File: src/design/tmrf_pkg.sv
package tmrf_pkg;

  // history geometry
  localparam int MaxHistory = 8;
  localparam int MaxRays    = 1024;

  // field widths
  localparam int RayW   = 10;
  localparam int RangeW = 16;
  localparam int WinW   = 4;
  localparam int CntW   = $clog2(MaxHistory + 1);
  localparam int SlotW  = (MaxHistory > 1) ? $clog2(MaxHistory) : 1;
  localparam int AddrW  = SlotW + RayW;

  // configuration port
  localparam int CfgIdxW  = 1;
  localparam int CfgDataW = 4;

  localparam logic [CfgIdxW-1:0] CfgFilterEnable = 1'd0;
  localparam logic [CfgIdxW-1:0] CfgWindowSize   = 1'd1;

  localparam logic             FilterEnableRst = 1'b1;
  localparam logic [WinW-1:0]  WindowSizeRst   = 4'd5;

  // sequencer to sorter
  typedef struct packed {
    logic              clr;
    logic              load;
    logic [RangeW-1:0] key;
  } sort_ctrl_t;

  // sorter to sequencer
  typedef struct packed {
    logic              busy;
    logic [CntW-1:0]   cnt;
    logic [RangeW-1:0] median;
  } sort_stat_t;

endpackage

File: src/design/tmrf_sorter.sv
module tmrf_sorter (
  input  logic                  clk_i,
  input  logic                  rst_ni,
  input  tmrf_pkg::sort_ctrl_t  ctrl_i,
  output tmrf_pkg::sort_stat_t  stat_o
);

  logic [tmrf_pkg::RangeW-1:0] vals_q [tmrf_pkg::MaxHistory];
  logic [tmrf_pkg::RangeW-1:0] vals_d [tmrf_pkg::MaxHistory];
  logic [tmrf_pkg::CntW-1:0]   cnt_q, cnt_d;
  logic                        busy_q, busy_d;
  logic [tmrf_pkg::SlotW-1:0]  p_q, p_d;
  logic [tmrf_pkg::RangeW-1:0] key_q, key_d;
  logic [tmrf_pkg::SlotW-1:0]  ridx;
  logic [tmrf_pkg::RangeW-1:0] rd_val;

  // single read port: neighbor below the hole while inserting, median otherwise
  assign ridx   = busy_q ? (p_q - 1'b1) : tmrf_pkg::SlotW'(cnt_q >> 1);
  assign rd_val = vals_q[ridx];

  always_comb begin
    vals_d = vals_q;
    cnt_d  = cnt_q;
    busy_d = busy_q;
    p_d    = p_q;
    key_d  = key_q;
    if (busy_q) begin
      // one compare per cycle, shift larger entry up or drop key in
      if (p_q != '0 && rd_val > key_q) begin
        vals_d[p_q] = rd_val;
        p_d         = p_q - 1'b1;
      end else begin
        vals_d[p_q] = key_q;
        cnt_d       = cnt_q + 1'b1;
        busy_d      = 1'b0;
      end
    end
    if (ctrl_i.clr) begin
      cnt_d = '0;
    end
    if (ctrl_i.load) begin
      key_d  = ctrl_i.key;
      p_d    = ctrl_i.clr ? '0 : cnt_q[tmrf_pkg::SlotW-1:0];
      busy_d = 1'b1;
    end
  end

  always_ff @(posedge clk_i or negedge rst_ni) begin
    if (!rst_ni) begin
      cnt_q  <= '0;
      busy_q <= 1'b0;
    end else begin
      cnt_q  <= cnt_d;
      busy_q <= busy_d;
    end
  end

  always_ff @(posedge clk_i) begin
    vals_q <= vals_d;
    p_q    <= p_d;
    key_q  <= key_d;
  end

  assign stat_o.busy   = busy_q;
  assign stat_o.cnt    = cnt_q;
  assign stat_o.median = (cnt_q == '0) ? '0 : rd_val;

endmodule

File: config.mk
export PLATFORM = sky130hd
export DESIGN_NAME = tmrf_sorter
export DESIGN_NICKNAME = d
export VERILOG_FILES = /design/src/design/tmrf_pkg.sv /design/src/design/tmrf_sorter.sv
export SDC_FILE = /design/constraint.sdc
export NUM_CORES = 1
export LEC_CHECK = 0
export ABC_AREA = 0
export BUFFER_PORTS_ARGS = -buffer_cell sky130_fd_sc_hd__buf_2
export CAP_MARGIN = 5
export CELL_PAD_IN_SITES_DETAIL_PLACEMENT = 2
export CELL_PAD_IN_SITES_GLOBAL_PLACEMENT = 2
export CORE_ASPECT_RATIO = 0.9
export CORE_MARGIN = 2
export CORE_UTILIZATION = 25
export CTS_CLUSTER_DIAMETER = 60
export DETAILED_ROUTE_END_ITERATION = 8
export MAX_ROUTING_LAYER = met4
export PLACE_DENSITY_LB_ADDON = 0.3
export SLEW_MARGIN = 15
export SYNTH_ARGS = -nofsm -noshare
export SYNTH_HDL_FRONTEND = slang
export SYNTH_SLANG_ARGS = --single-unit
File: constraint.sdc
create_clock -name clk_i -period 5.2 [get_ports clk_i]
set_input_delay 0.52 -clock clk_i [delete_from_list [all_inputs] [get_ports clk_i]]
set_output_delay 0.52 -clock clk_i [all_outputs]
set_load 0.03 [all_outputs]
After elaboration in Yosys (flattened, before gate mapping)
Index checks and enable logic that the tools add are counted.
Word-level totals
  output and inout bits: 21
  logic and storage cells: 50
  bits in read-only memories: 0
  memory bits (writable): 0
  memories kept: 0
  bits of input ports: 20
  latch bits: 0
  flip-flop bits (word level): 152
Operators by class
  div/mod/pow operators: 0
  equal/unequal tests: 1
  reduce and logical (&&, ||, !) cells: 9
  shift operators: 0
  $lt $le $gt $ge: 4
  bitwise logic cells: 2
  $mul: 0
  add/sub/neg operators: 2
  mux-type cells: 20
Operators by type and width (number)
  bitwise mux 128 bit: 2
  two-way mux 128 bit: 1
  two-way mux 16 bit: 4
  binary-select mux 16 bit (select 3 bit): 1
  demux 16 bit (select 3 bit): 1
  > comparator 16 bit: 1
  two-way mux 3 bit: 5
  two-way mux 4 bit: 3
  >= comparator 4 bit, second input constant: 2
  NOT 3 -> 4 bit: 2
  nonzero test 2 bit: 3
  adder 4 x 1 -> 4 bit, second input constant: 1
  logical NOT 4 bit: 1
  < comparator 4 x 1 -> 1 bit, second input constant: 1
  AND reduction 2 bit: 2
  two-way mux 1 bit: 3
  nonzero test 3 bit: 1
  subtractor 3 x 1 -> 3 bit, second input constant: 1
  logical AND 1 bit: 2
  != test 2 bit, second input constant: 1

Logic depth before layout (Yosys ltp)
Gate-level depths: netlist of run 1.
  depth after elaboration: 11
  depth in mapped cells: 19
  gate-level depth less buffers: 15

Worst setup path after synthesis of run 1
Ideal clock, no wire load.
  path kind: register -> register
  start: register p_q[1] (netlist name)
  end: register vals_q[10] (netlist name) (data pin)
  required time: 4927 ps
  data arrival time: 3970 ps
  path buffers: 4
  stages on the path, launching flop included: 20
  path slack: 957 ps
  clock period less this slack: 4243 ps
  setup time: 273 ps
  cell sequence: edfxtp_1 > clkbuf_1 > inv_1 > ha_1 > nand2b_1 > nand2_1 > clkbuf_1 > a211oi_1 > o21ai_0 > nand2_1 > inv_1 > ha_1 > nand4_1 > or4_1 > a21o_1 > a31o_2 > buf_6 > buf_12 > a21oi_4 > nor3_1
On the way
  word-level cells in the longest chain between the ends: 9
  elaborated cells between the ends (all ways): 18
  classes of those cells: add/sub: 1; order compare: 3; mux: 9; bitwise: 2; reduce/logical: 3
RTL lines
  from (decl): line tmrf_sorter.sv:12  | logic [tmrf_pkg::SlotW-1:0] p_q, p_d;
  from (signal assigned): line tmrf_sorter.sv:60  | p_q <= p_d;
  subtractor 3 x 1 -> 3 bit: line tmrf_sorter.sv:18  | assign ridx = busy_q ? (p_q - 1'b1) : tmrf_pkg::SlotW'(cnt_q >> 1);
  two-way mux 3 bit: line tmrf_sorter.sv:18
  NOT 3 -> 4 bit (implied by the code): line tmrf_sorter.sv:19  | assign rd_val = vals_q[ridx];
  binary-select mux 16 bit (select 3 bit): line tmrf_sorter.sv:19
  two-way mux 16 bit (implied by the code) (2 in a row): line tmrf_sorter.sv:19
  > comparator 16 bit: line tmrf_sorter.sv:29  | if (p_q != '0 && rd_val > key_q) begin
  logical AND 1 bit: line tmrf_sorter.sv:29
  two-way mux 128 bit (*): line tmrf_sorter.sv:29
  to (signal assigned): line tmrf_sorter.sv:59  | vals_q <= vals_d;
  to (decl): line tmrf_sorter.sv:8  | logic [tmrf_pkg::RangeW-1:0] vals_q [tmrf_pkg::MaxHistory];
Mark *: on every way between the ends. The rest lies on a longest branch, timed or not. The select of a mux whose other input is x is not followed.
A chain may end at the register's enable or synchronous reset.

Final worst setup path of run 1
  start: register p_q[1] (netlist name)
  end: register vals_q[0] (netlist name) (data pin)
Same word-level chain as after synthesis.

==> results of run 1 <==
[worst paths after layout]
path	to	slack [ps]	cells after the start
worst min register to register	cnt_q[0]$_DFFE_PN0P_	650	2
worst max register to register	vals_q[0]$_DFFE_PP_	380	20
worst min-delay path	key_q[14]$_DFFE_PP_	250	1
worst max-delay path	vals_q[0]$_DFFE_PP_	380	20
min in group asynchronous	cnt_q[0]$_DFFE_PN0P_	420	2
max in group asynchronous	busy_q$_DFF_PN0_	4630	2
[cells in the final DEF, fill, tap and decap left out, types with 8 or more instances in the layout]
cell type    n
a22oi_1     16
o211ai_1    17
or3_1       19
nor3_1     123
nor2b_1      8
nor2_1      45
clkbuf_16   17
a211oi_1    32
nand4_1     18
o21ai_0     28
nand2_1     21
o21ai_1      9
and3_1      32
a21oi_1     10
inv_1       36
ha_1        20
edfxtp_1   147
buf_4       46
a21oi_2      9
buf_2       40
[cells by family (layout without fill, tap and decap cells)]
family | count (synthesis) | in the layout | synth area share
DFF | 152 | 152 | 0.5871
AOI/OAI and AO/OA | 144 | 144 | 0.1361
adders and majority gates | 20 | 20 | 0.03237
xor gates and xnor gates | 1 | 1 | 0.001133
buffers and inverters | 87 | 165 | 0.04709
and+or+nand+nor | 291 | 291 | 0.1913
muxes | 3 | 3 | 0.004854
[final cells by class]
class	instances	share of cell area
sequential	152	0.4855
multi-input combinational	459	0.3108
timing repair buffer	95	0.07559
tap	409	0.05472
clock buffer	17	0.04548
inverter	38	0.01525
clock inverter	15	0.01271
[stage by stage]
stage / hold slack (ps) / cells / area, um^2
floorplan: 224.4 / 698 / 7731
global placement: 337.1 / 1152 / 8768
detailed placement: 339.3 / 1152 / 8768
CTS: 237.6 / 1185 / 9323
global route: 232.2 / 1185 / 9353
finish: 248.9 / 1185 / 9353
[synth_stat cells (8+ instances only)]
master    count
edfxtp_1    147
nor3_1      125
nor2_1       53
clkbuf_1     38
inv_1        37
a211oi_1     32
and3_1       32
o21ai_0      28
nand2_1      21
ha_1         20
or3_1        19
nand4_1      18
o211ai_1     17
a22oi_1      16
a21oi_1      11
o21ai_1       9
a21oi_2       8
nor2b_1       8
[registers in the layout (all words and copies together) (netlist names)]
register	flops
cnt_q	4
key_q	16
busy_q	1
p_q	3
vals_q	128
[layer usage]
| layer | part of all wire | GRT usage | up-vias |
|---|---|---|---|
| met1 | 0.46 | 0.2441 | 3241 |
| li1 | - | - | 2789 |
| met5 | 0 | - | - |
| met2 | 0.48 | 0.3085 | 147 |
| met3 | 0.043 | 0.03262 | 33 |
| met4 | 0.015 | 0.04887 | 0 |
[critical path, delay by kind of cell, from the launching register on]
kind | cells | cell delay [ps]
multiplexers | 1 | 470
flip-flops | 1 | 410
buffers and inverters | 7 | 1150
adder cells (fa/ha/maj) | 2 | 570
AND/OR/NAND/NOR | 6 | 1320
AO/OA/AOI/OAI | 4 | 730
[repair_timing]
| item | in CTS | in global routing |
|---|---|---|
| endpoints found under the hold margin | 5 | 0 |
| endpoints found under the setup margin | 0 | 121 |
| resized for setup | 0 | 6 |
| hold buffers | 1 | 0 |
==> results.md, run 1 <==
- Status: completed
- Dpl hpwl: 18430 um
- Critical Path Source: p_q[1]$_DFFE_PP_
- Fmax: approximately 210 MHz
- Reg2reg start: p_q[1]$_DFFE_PP_
- Setup TNS Final: 0 ps
- CP max stage delay: roughly 610 ps
- Final worst slack: roughly 380 ps
- Final layout net count: 803
- Multi-input logic area: 0.002907 mm^2
- Crit path cell chain: inv_2, ha_1, buf_4, nor2b_1, buf_6, nor2_1, buf_4, o21ai_0, o211ai_1, buf_4, nand2_1, inv_1, ha_1, nand4_1, or4_1, a21o_1, a31oi_2, buf_12, mux2_2, nor2_1
- Placer Congestion: about 0.8
- Avg Inst Size Synth: roughly 11 um^2
- Post-synthesis cell area: 0.007731 mm^2
- Clk sinks: 152
- Layout cells sized above 1: 0.2101
- Core ar.: ~0.031 mm^2
- Sequential-to-total area share from yosys stat: 0.5872
- Post-synth top area cell: edfxtp_1
- # IOs: 41
- Number of flops mapped to enable cells by yosys: 147
- CTS root buffer: clkbuf_16
- Ant. Diodes: 0
- Yosys reg bits: 152
- Global-route wire length before repair: between 40000 and 50000 um
- Final Core Density: 0.3048
- Worst path required time: between 5000 and 6000 ps
- Slew Limit Fails: 0
- Slowest cell on crit path: or4_1
- Yosys top cell area share: 0.5710
- Global route overflow: 0
- Clock Tree Buf Depth: 2
- Synth Warn #: 0
- FF/Latch Area: 0.004541 mm^2
- RSZ-0062 raised after global routing: false
- Crit path kind: flip-flop to flip-flop
- 1st-iter DRT viols: ~530
- Hold path startpoint: ctrl_i[14]
- Final period demand of the worst path: between 4000 and 5000 ps
- Final setup viols: 0
- CTS tree: yes
- Initial antenna violation count: 0
- Placement Setup Slack: about 220 ps
- Post-CTS Setup Bufs: 0
- Avg WL per Cell: ~24 um
- Largest net degree at the start of global routing: 33
- DRT Wirelength: roughly 29000 um
- Vias in the first global route: between 6k and 7k
- Area growth, synth to finish: 20.97%
- Drt pass-1 iters: 4
- Ratio of final minimum period to clock period: 0.9274
- DRT antenna net count: 0
- Ys async rst share: 0.03289
- Die width: 189.4 um
- Effective utilization at floorplan: 0.2520
- CP Max Fanout: 15
- Unique masters post-synth: 45
- Ys flop type: edfxtp_1
- Vias: 6210
- Syn Inst Count: 698
- Residual DRC count: 0
- Fillers: between 3k and 4k
- Total GRT Usage: 0.1889
- Worst-Margin Slew: ~1100 ps
- Most frequent CP cell: buf_4
- FP Rows: 61
- Net count after synthesis: about 740
- Clock slew seen by the registers of the worst setup and hold paths: about 70 ps
- CTS buffer count: 17
- HP Class: input pin to flip-flop
- Worst setup skew after layout: around 14 ps
- Die Ht: approximately 170 um
- Die area: 0.03235 mm^2
- Clk_lat worst skew: around 440 ps
- Top post-synthesis cells by area: edfxtp_1 (57%), nor3_1 (8.1%), ha_1 (3.2%)
- PortBufs: 40
- Max_slew headroom: 0.2453
- Maxcap violations: 0
- CTS H-Tree Depth: 4
- Setup crit end kind: flip-flop
- WP data arrival: roughly 5000 ps
- CP Launch Type: flip-flop
- Fin. Hold Viols: 0
- Via-per-instance ratio: 5.241
Power of run 1 is left out: the tool's default activity adds up to more than one toggle a clock period on the data nets, which glitch-free logic cannot reach.
==> run 2: changes to the inputs <==
--- a/config.mk
+++ b/config.mk
@@ -8,8 +8,6 @@
 export ABC_AREA = 0
 export BUFFER_PORTS_ARGS = -buffer_cell sky130_fd_sc_hd__buf_2
 export CAP_MARGIN = 5
-export CELL_PAD_IN_SITES_DETAIL_PLACEMENT = 2
-export CELL_PAD_IN_SITES_GLOBAL_PLACEMENT = 2
 export CORE_ASPECT_RATIO = 0.9
 export CORE_MARGIN = 2
 export CORE_UTILIZATION = 25
==> run 2 against run 1 <==
Effect of this change:
- worst hold slack improved by 14 ps
- critical path depth decreased by 2
- global-route usage fell by 3.2 points
- clock skew fell by 6.9 ps
- setup slack worse by 80 ps
- via count down 5.5%
- wire length shrank 17%
- register-to-register slack worse by 80 ps
- largest cell class unchanged
==> results.md, run 2 (same netlist as run 1, synthesis figures left out) <==
- Status: completed
- Die width: about 190 um
- Vias in the first global route: approximately 5.9k
- Fmax: roughly 200 MHz
- Max reg flops: ~130
- Effective utilization at floorplan: 0.2520
- GRT met3 Usage: 0.02995
- Fin. Hold Viols: 0
- Global-route wire length before repair: 36210 um
- Placement Setup Slack: 363.6 ps
- PortBufs: 40
- CTS tree: yes
- Largest Register: vals_q
- Hold path startpoint: ctrl_i[7]
- Clk sinks: approximately 150
- Avg WL per Cell: a little over 20 um
- CTS root buffer: clkbuf_16
- Final period demand of the worst path: 4903 ps
- Most common cell after layout, fill and taps aside: edfxtp_1
- Maxcap violations: 0
- Via-per-instance ratio: between 4 and 5
- Layout cells sized above 1: 0.1828
- Global route overflow: 0
- Most frequent cells in the layout: edfxtp_1 (147), nor3_1 (123), nor2_1 (53), buf_4 (43), buf_2 (40)
- Clock slew seen by the registers of the worst setup and hold paths: about 60 ps
- Clk_lat worst skew: between 400 and 500 ps
- CTS H-Tree Depth: 4
- FP Rows: between 60 and 70
- Setup crit end kind: flip-flop
- Critical Path Source: p_q[1]$_DFFE_PP_
- Met1 Use GR: 0.1979
- Worst-Margin Slew: about 1000 ps
- DRT antenna net count: 0
- DRT Wirelength: between 20000 and 25000 um
- Placed standard-cell area: between 0.008 and 0.009 mm^2
- FF/Latch Area: 0.004539 mm^2
- Final layout net count: 794
- GR peak layer: met2
- Drt pass-1 iters: 5
- Largest net degree at the start of global routing: 33
- Worst path required time: 5440 ps
- Max_slew headroom: 0.3032
- Post-CTS Setup Bufs: 0
- Fillers: around 3.2k
- Slew Limit Fails: 0
- Worst setup skew after layout: around 6.7 ps
- Die Ht: between 150 and 200 um
- Final worst slack: ~300 ps
- Placer Congestion: roughly 0.83
- Reg2reg start: p_q[1]$_DFFE_PP_
- CTS buffer count: 17
- # IOs: approximately 40
- HP Class: input pin to flip-flop
- Die area: between 0.03 and 0.04 mm^2
- Final setup viols: 0
- Core ar.: 0.03068 mm^2
- CP Launch Type: flip-flop
- Total GRT Usage: 0.1566
- Largest regs: vals_q (128), key_q (16), cnt_q (4)
- CP Max Fanout: 17
- Cell area after layout: approximately 0.0092 mm^2
- RSZ-0062 raised after global routing: true
- Ratio of final minimum period to clock period: 0.9428
- Residual DRC count: 0
- Vias: just under 6k
- Area growth, synth to finish: 18.72%
- Crit path kind: flip-flop to flip-flop
- Initial antenna violation count: 0
- WP data arrival: 5140 ps
- Dpl hpwl: 15100 um
- Multi-input logic area: approximately 0.0029 mm^2
- Clock Tree Buf Depth: 2
- Global-route track usage on met2: 0.2572
- 1st-iter DRT viols: 582
- Ant. Diodes: 0
==> run 2: changes by cell type in the layout (fill, tap and decap cells not counted), sizes merged <==
cell	before	now
clkbuf	17	18
buf	94	85
clkinvlp	1	2
inv	42	39
clkinv	10	8
bufinv	0	2
==> run 2: path summary, 6_finish.rpt <==
path / end / slack (ps) / depth (start not counted)
hold / removal: key_q[7]$_DFFE_PP_ / 260 / 1
min in group asynchronous: cnt_q[3]$_DFFE_PN0P_ / 440 / 2
setup / recovery: vals_q[61]$_DFFE_PP_ / 300 / 18
max in group asynchronous: busy_q$_DFF_PN0_ / 4620 / 2
hold reg to reg: cnt_q[0]$_DFFE_PN0P_ / 640 / 2
setup reg to reg: vals_q[61]$_DFFE_PP_ / 300 / 18
==> run 2: critical path, cell delays in order (launching register included) <==
cell,delay (ps)
edfxtp_1,380
inv_1,160
ha_1,350
nand2b_1,200
nand2_1,100
buf_4,250
buf_4,290
a211oi_1,100
o21ai_1,360
nand2_1,200
inv_1,90
ha_1,250
a21oi_1,150
o21ai_0,120
a2111oi_1,530
a31o_2,650
buf_4,260
a21oi_4,60
nor3_1,200
==> run 2: final cells by class <==
type | instances | area share
sequential | 152 | 0.4945
tap | 409 | 0.05575
multi-input combinational | 459 | 0.3109
inverter | 38 | 0.01554
clock inverter | 13 | 0.01404
clock buffer | 18 | 0.04676
timing repair buffer | 86 | 0.06243
==> run 2: layer usage <==
metal	vias to the layer above	routed length (um)	part of all wire
met3	26	1198	0.051
met5	-	0	0
met1	2863	10790	0.46
met4	0	374	0.016
li1	2772	-	-
met2	205	11340	0.48
==> run 2: per-stage QoR <==
step | std cells | util | hold WS (ps) | setup TNS (ps)
global placement | 1143 | 0.2806 | 341.8 | 0
global route | 1175 | 0.2992 | 245.9 | -72.59
CTS | 1175 | 0.2992 | 250.7 | 0
floorplan | 698 | - | 224.4 | 0
finish | 1175 | 0.2992 | 262.5 | 0
detailed placement | 1143 | 0.2806 | 343.8 | 0
==> run 2: what timing repair did <==
item / in CTS / in global routing
resized for setup: 0 / 0
hold endpoints to repair: 5 / 0
setup endpoints to repair: 0 / 5
hold buffers: 1 / 0
Power of run 2 is left out for the same reason.
==> run 3: changes to the inputs <==
--- a/config.mk
+++ b/config.mk
@@ -10,7 +10,7 @@
 export CAP_MARGIN = 5
 export CORE_ASPECT_RATIO = 0.9
 export CORE_MARGIN = 2
-export CORE_UTILIZATION = 25
+export CORE_UTILIZATION = 61
 export CTS_CLUSTER_DIAMETER = 60
 export DETAILED_ROUTE_END_ITERATION = 8
 export MAX_ROUTING_LAYER = met4
==> run 3 against run 2 <==
Effect of this change:
- via count increased by 7.9%
- flip-flop and latch count unchanged
- register-to-register slack lost 140 ps
- design area down 3.4%
- clock skew is 2.8 ps higher
- cell count fell by 22%
- worst hold slack got worse by 9.5 ps
- sequential share of layout area is 1.8 points higher
- critical path depth down 2
- critical path type unchanged
==> results.md, run 3 (same netlist as run 1, synthesis figures left out) <==
- CP Max Fanout: 20
- 1st-iter DRT viols: ~950
- Layout cells sized above 1: 0.1881
- Slowest cell on crit path: dfrtp_1
- Critical path buffer and inverter count: 4
- Most frequent CP cell: buf_4
- Dpl hpwl: about 13000 um
- Max_slew headroom: 0.2083
- Crit path kind: flip-flop to flip-flop
- CTS root buffer: clkbuf_16
- Final setup viols: 0
- CTS buffer count: 17
- GR peak layer: met2
- WHS Path Cells: 1
- Residual DRC count: 0
- Clock slew seen by the registers of the worst setup and hold paths: approximately 60 ps
- Met1 Use GR: 0.4615
- HP Class: input pin to flip-flop
- Most frequent cells in the layout: edfxtp_1 (147), nor3_1 (123), nor2_1 (43), buf_2 (40), inv_1 (37)
- Multi-input logic area: just under 0.003 mm^2
- Status: completed
- Clk sinks: 152
- Clk_lat worst skew: 440 ps
- Ant. Diodes: 0
- Clock Tree Buf Depth: 2
- Crit path cell chain: nor2b_1, buf_4, a22oi_1, buf_4, o21ai_0, o211ai_1, nand2_1, inv_1, ha_1, nand4_1, or4_4, a21o_1, a31oi_2, buf_4, mux2_2, nor2_1
- Largest net degree at the start of global routing: 33
- Worst-Margin Slew: between 1000 and 1500 ps
- PortBufs: 40
- WP data arrival: 5300 ps
- Largest Register: vals_q
- Global-route track usage on met2: 0.5157
- Setup crit end kind: flip-flop
- Setup TNS Final: 0 ps
- Final layout net count: 782
- Most common cell after layout, fill and taps aside: edfxtp_1
- Total GRT Usage: 0.3563
- Slew Limit Fails: 0
- FP Rows: 39
- Core ar.: around 0.013 mm^2
- Fillers: between 800 and 900
- Area growth, synth to finish: 14.66%
- Reg2reg path depth: 16
- GRT met3 Usage: 0.1003
- Largest regs: vals_q (128), key_q (16), cnt_q (4)
- RSZ-0062 raised after global routing: false
- Maxcap violations: 0
- Avg WL per Cell: around 25 um
- Ratio of final minimum period to clock period: 0.9689
- Number of cells on the critical path: 16
- Global route overflow: 0
- Fin. Hold Viols: 0
- Die width: 122.7 um
- Vias: 6328
- Die Ht: 110.8 um
- CTS tree: yes
- Via-per-instance ratio: ~6.9
- Placer Congestion: just over 0.9
- Final period demand of the worst path: between 5000 and 6000 ps
- Top delay family on crit path: simple AND/OR/NAND/NOR gates
- Initial antenna violation count: 0
- Worst setup skew after layout: approximately 9.4 ps
- FF/Latch Area: approximately 0.0045 mm^2
- Vias in the first global route: approximately 6k
- Max reg flops: ~130
- CP max stage delay: 780 ps
- Global-route wire length before repair: ~34000 um
- # IOs: around 40
- Drt pass-1 iters: 6
- Fmax: 198.5 MHz
- DRT antenna net count: 0
- DRT Wirelength: between 20000 and 25000 um
- Die area: 0.01359 mm^2
- CTS H-Tree Depth: 4
- Worst path required time: 5460 ps
- Effective utilization at floorplan: 0.6165
- CP Launch Type: flip-flop
[run 3: worst reg2reg max path, stage by stage, from the launching register on]
cell and delay, ps:
dfrtp_1 780, nor2b_1 290, buf_4 300, a22oi_1 210, buf_4 290, o21ai_0 170, o211ai_1 350, nand2_1 180
inv_1 90, ha_1 130, nand4_1 210, or4_4 640, a21o_1 230, a31oi_2 160, buf_4 260, mux2_2 450
nor2_1 130
[run 3: final timing paths]
check / from / end / slack [ps]
max: busy_q$_DFF_PN0_ / vals_q[48]$_DFFE_PP_ / 160
min: ctrl_i[15] / key_q[15]$_DFFE_PP_ / 250
max reg2reg: busy_q$_DFF_PN0_ / vals_q[48]$_DFFE_PP_ / 160
min reg2reg: cnt_q[0]$_DFFE_PN0P_ / cnt_q[0]$_DFFE_PN0P_ / 640
max in group asynchronous: rst_ni / cnt_q[0]$_DFFE_PN0P_ / 4620
min in group asynchronous: rst_ni / cnt_q[1]$_DFFE_PN0P_ / 450
[run 3: cell type report]
cell class,count,area share
Clock inverter,13,0.01482
Inverter,38,0.01651
Multi-Input combinational cell,459,0.3315
Timing Repair Buffer,74,0.05307
Clock buffer,19,0.04884
Tap cell,164,0.02315
Sequential cell,152,0.5121
[run 3: metrics by stage]
step / hold WS [ps] / std cells / util / worst slack, ps / instance area (um^2)
6_report: 253.0 / 919 / 0.7069 / 161.9 / 8865
5_1_grt: 245.8 / 919 / 0.7069 / 11.88 / 8865
4_1_cts: 244.2 / 915 / 0.6987 / 51.99 / 8762
3_5_place_dp: 342.0 / 882 / 0.6528 / 186.4 / 8187
3_3_place_gp: 339.2 / 882 / 0.6528 / 397.2 / 8187
2_1_floorplan: 224.4 / 698 / - / 957.3 / 7731
[run 3: metal layers]
metal	wire, um	part of all wire
met3	3019	0.13
met2	10750	0.47
met5	0	0
met4	936	0.041
met1	8198	0.36
[run 3: what timing repair did]
action	in CTS	in global routing
endpoints found under the setup margin	1	129
endpoints found under the hold margin	5	0
hold buffers	1	0
setup buffers	0	4
resized for setup	1	17
Power of run 3 is left out for the same reason.
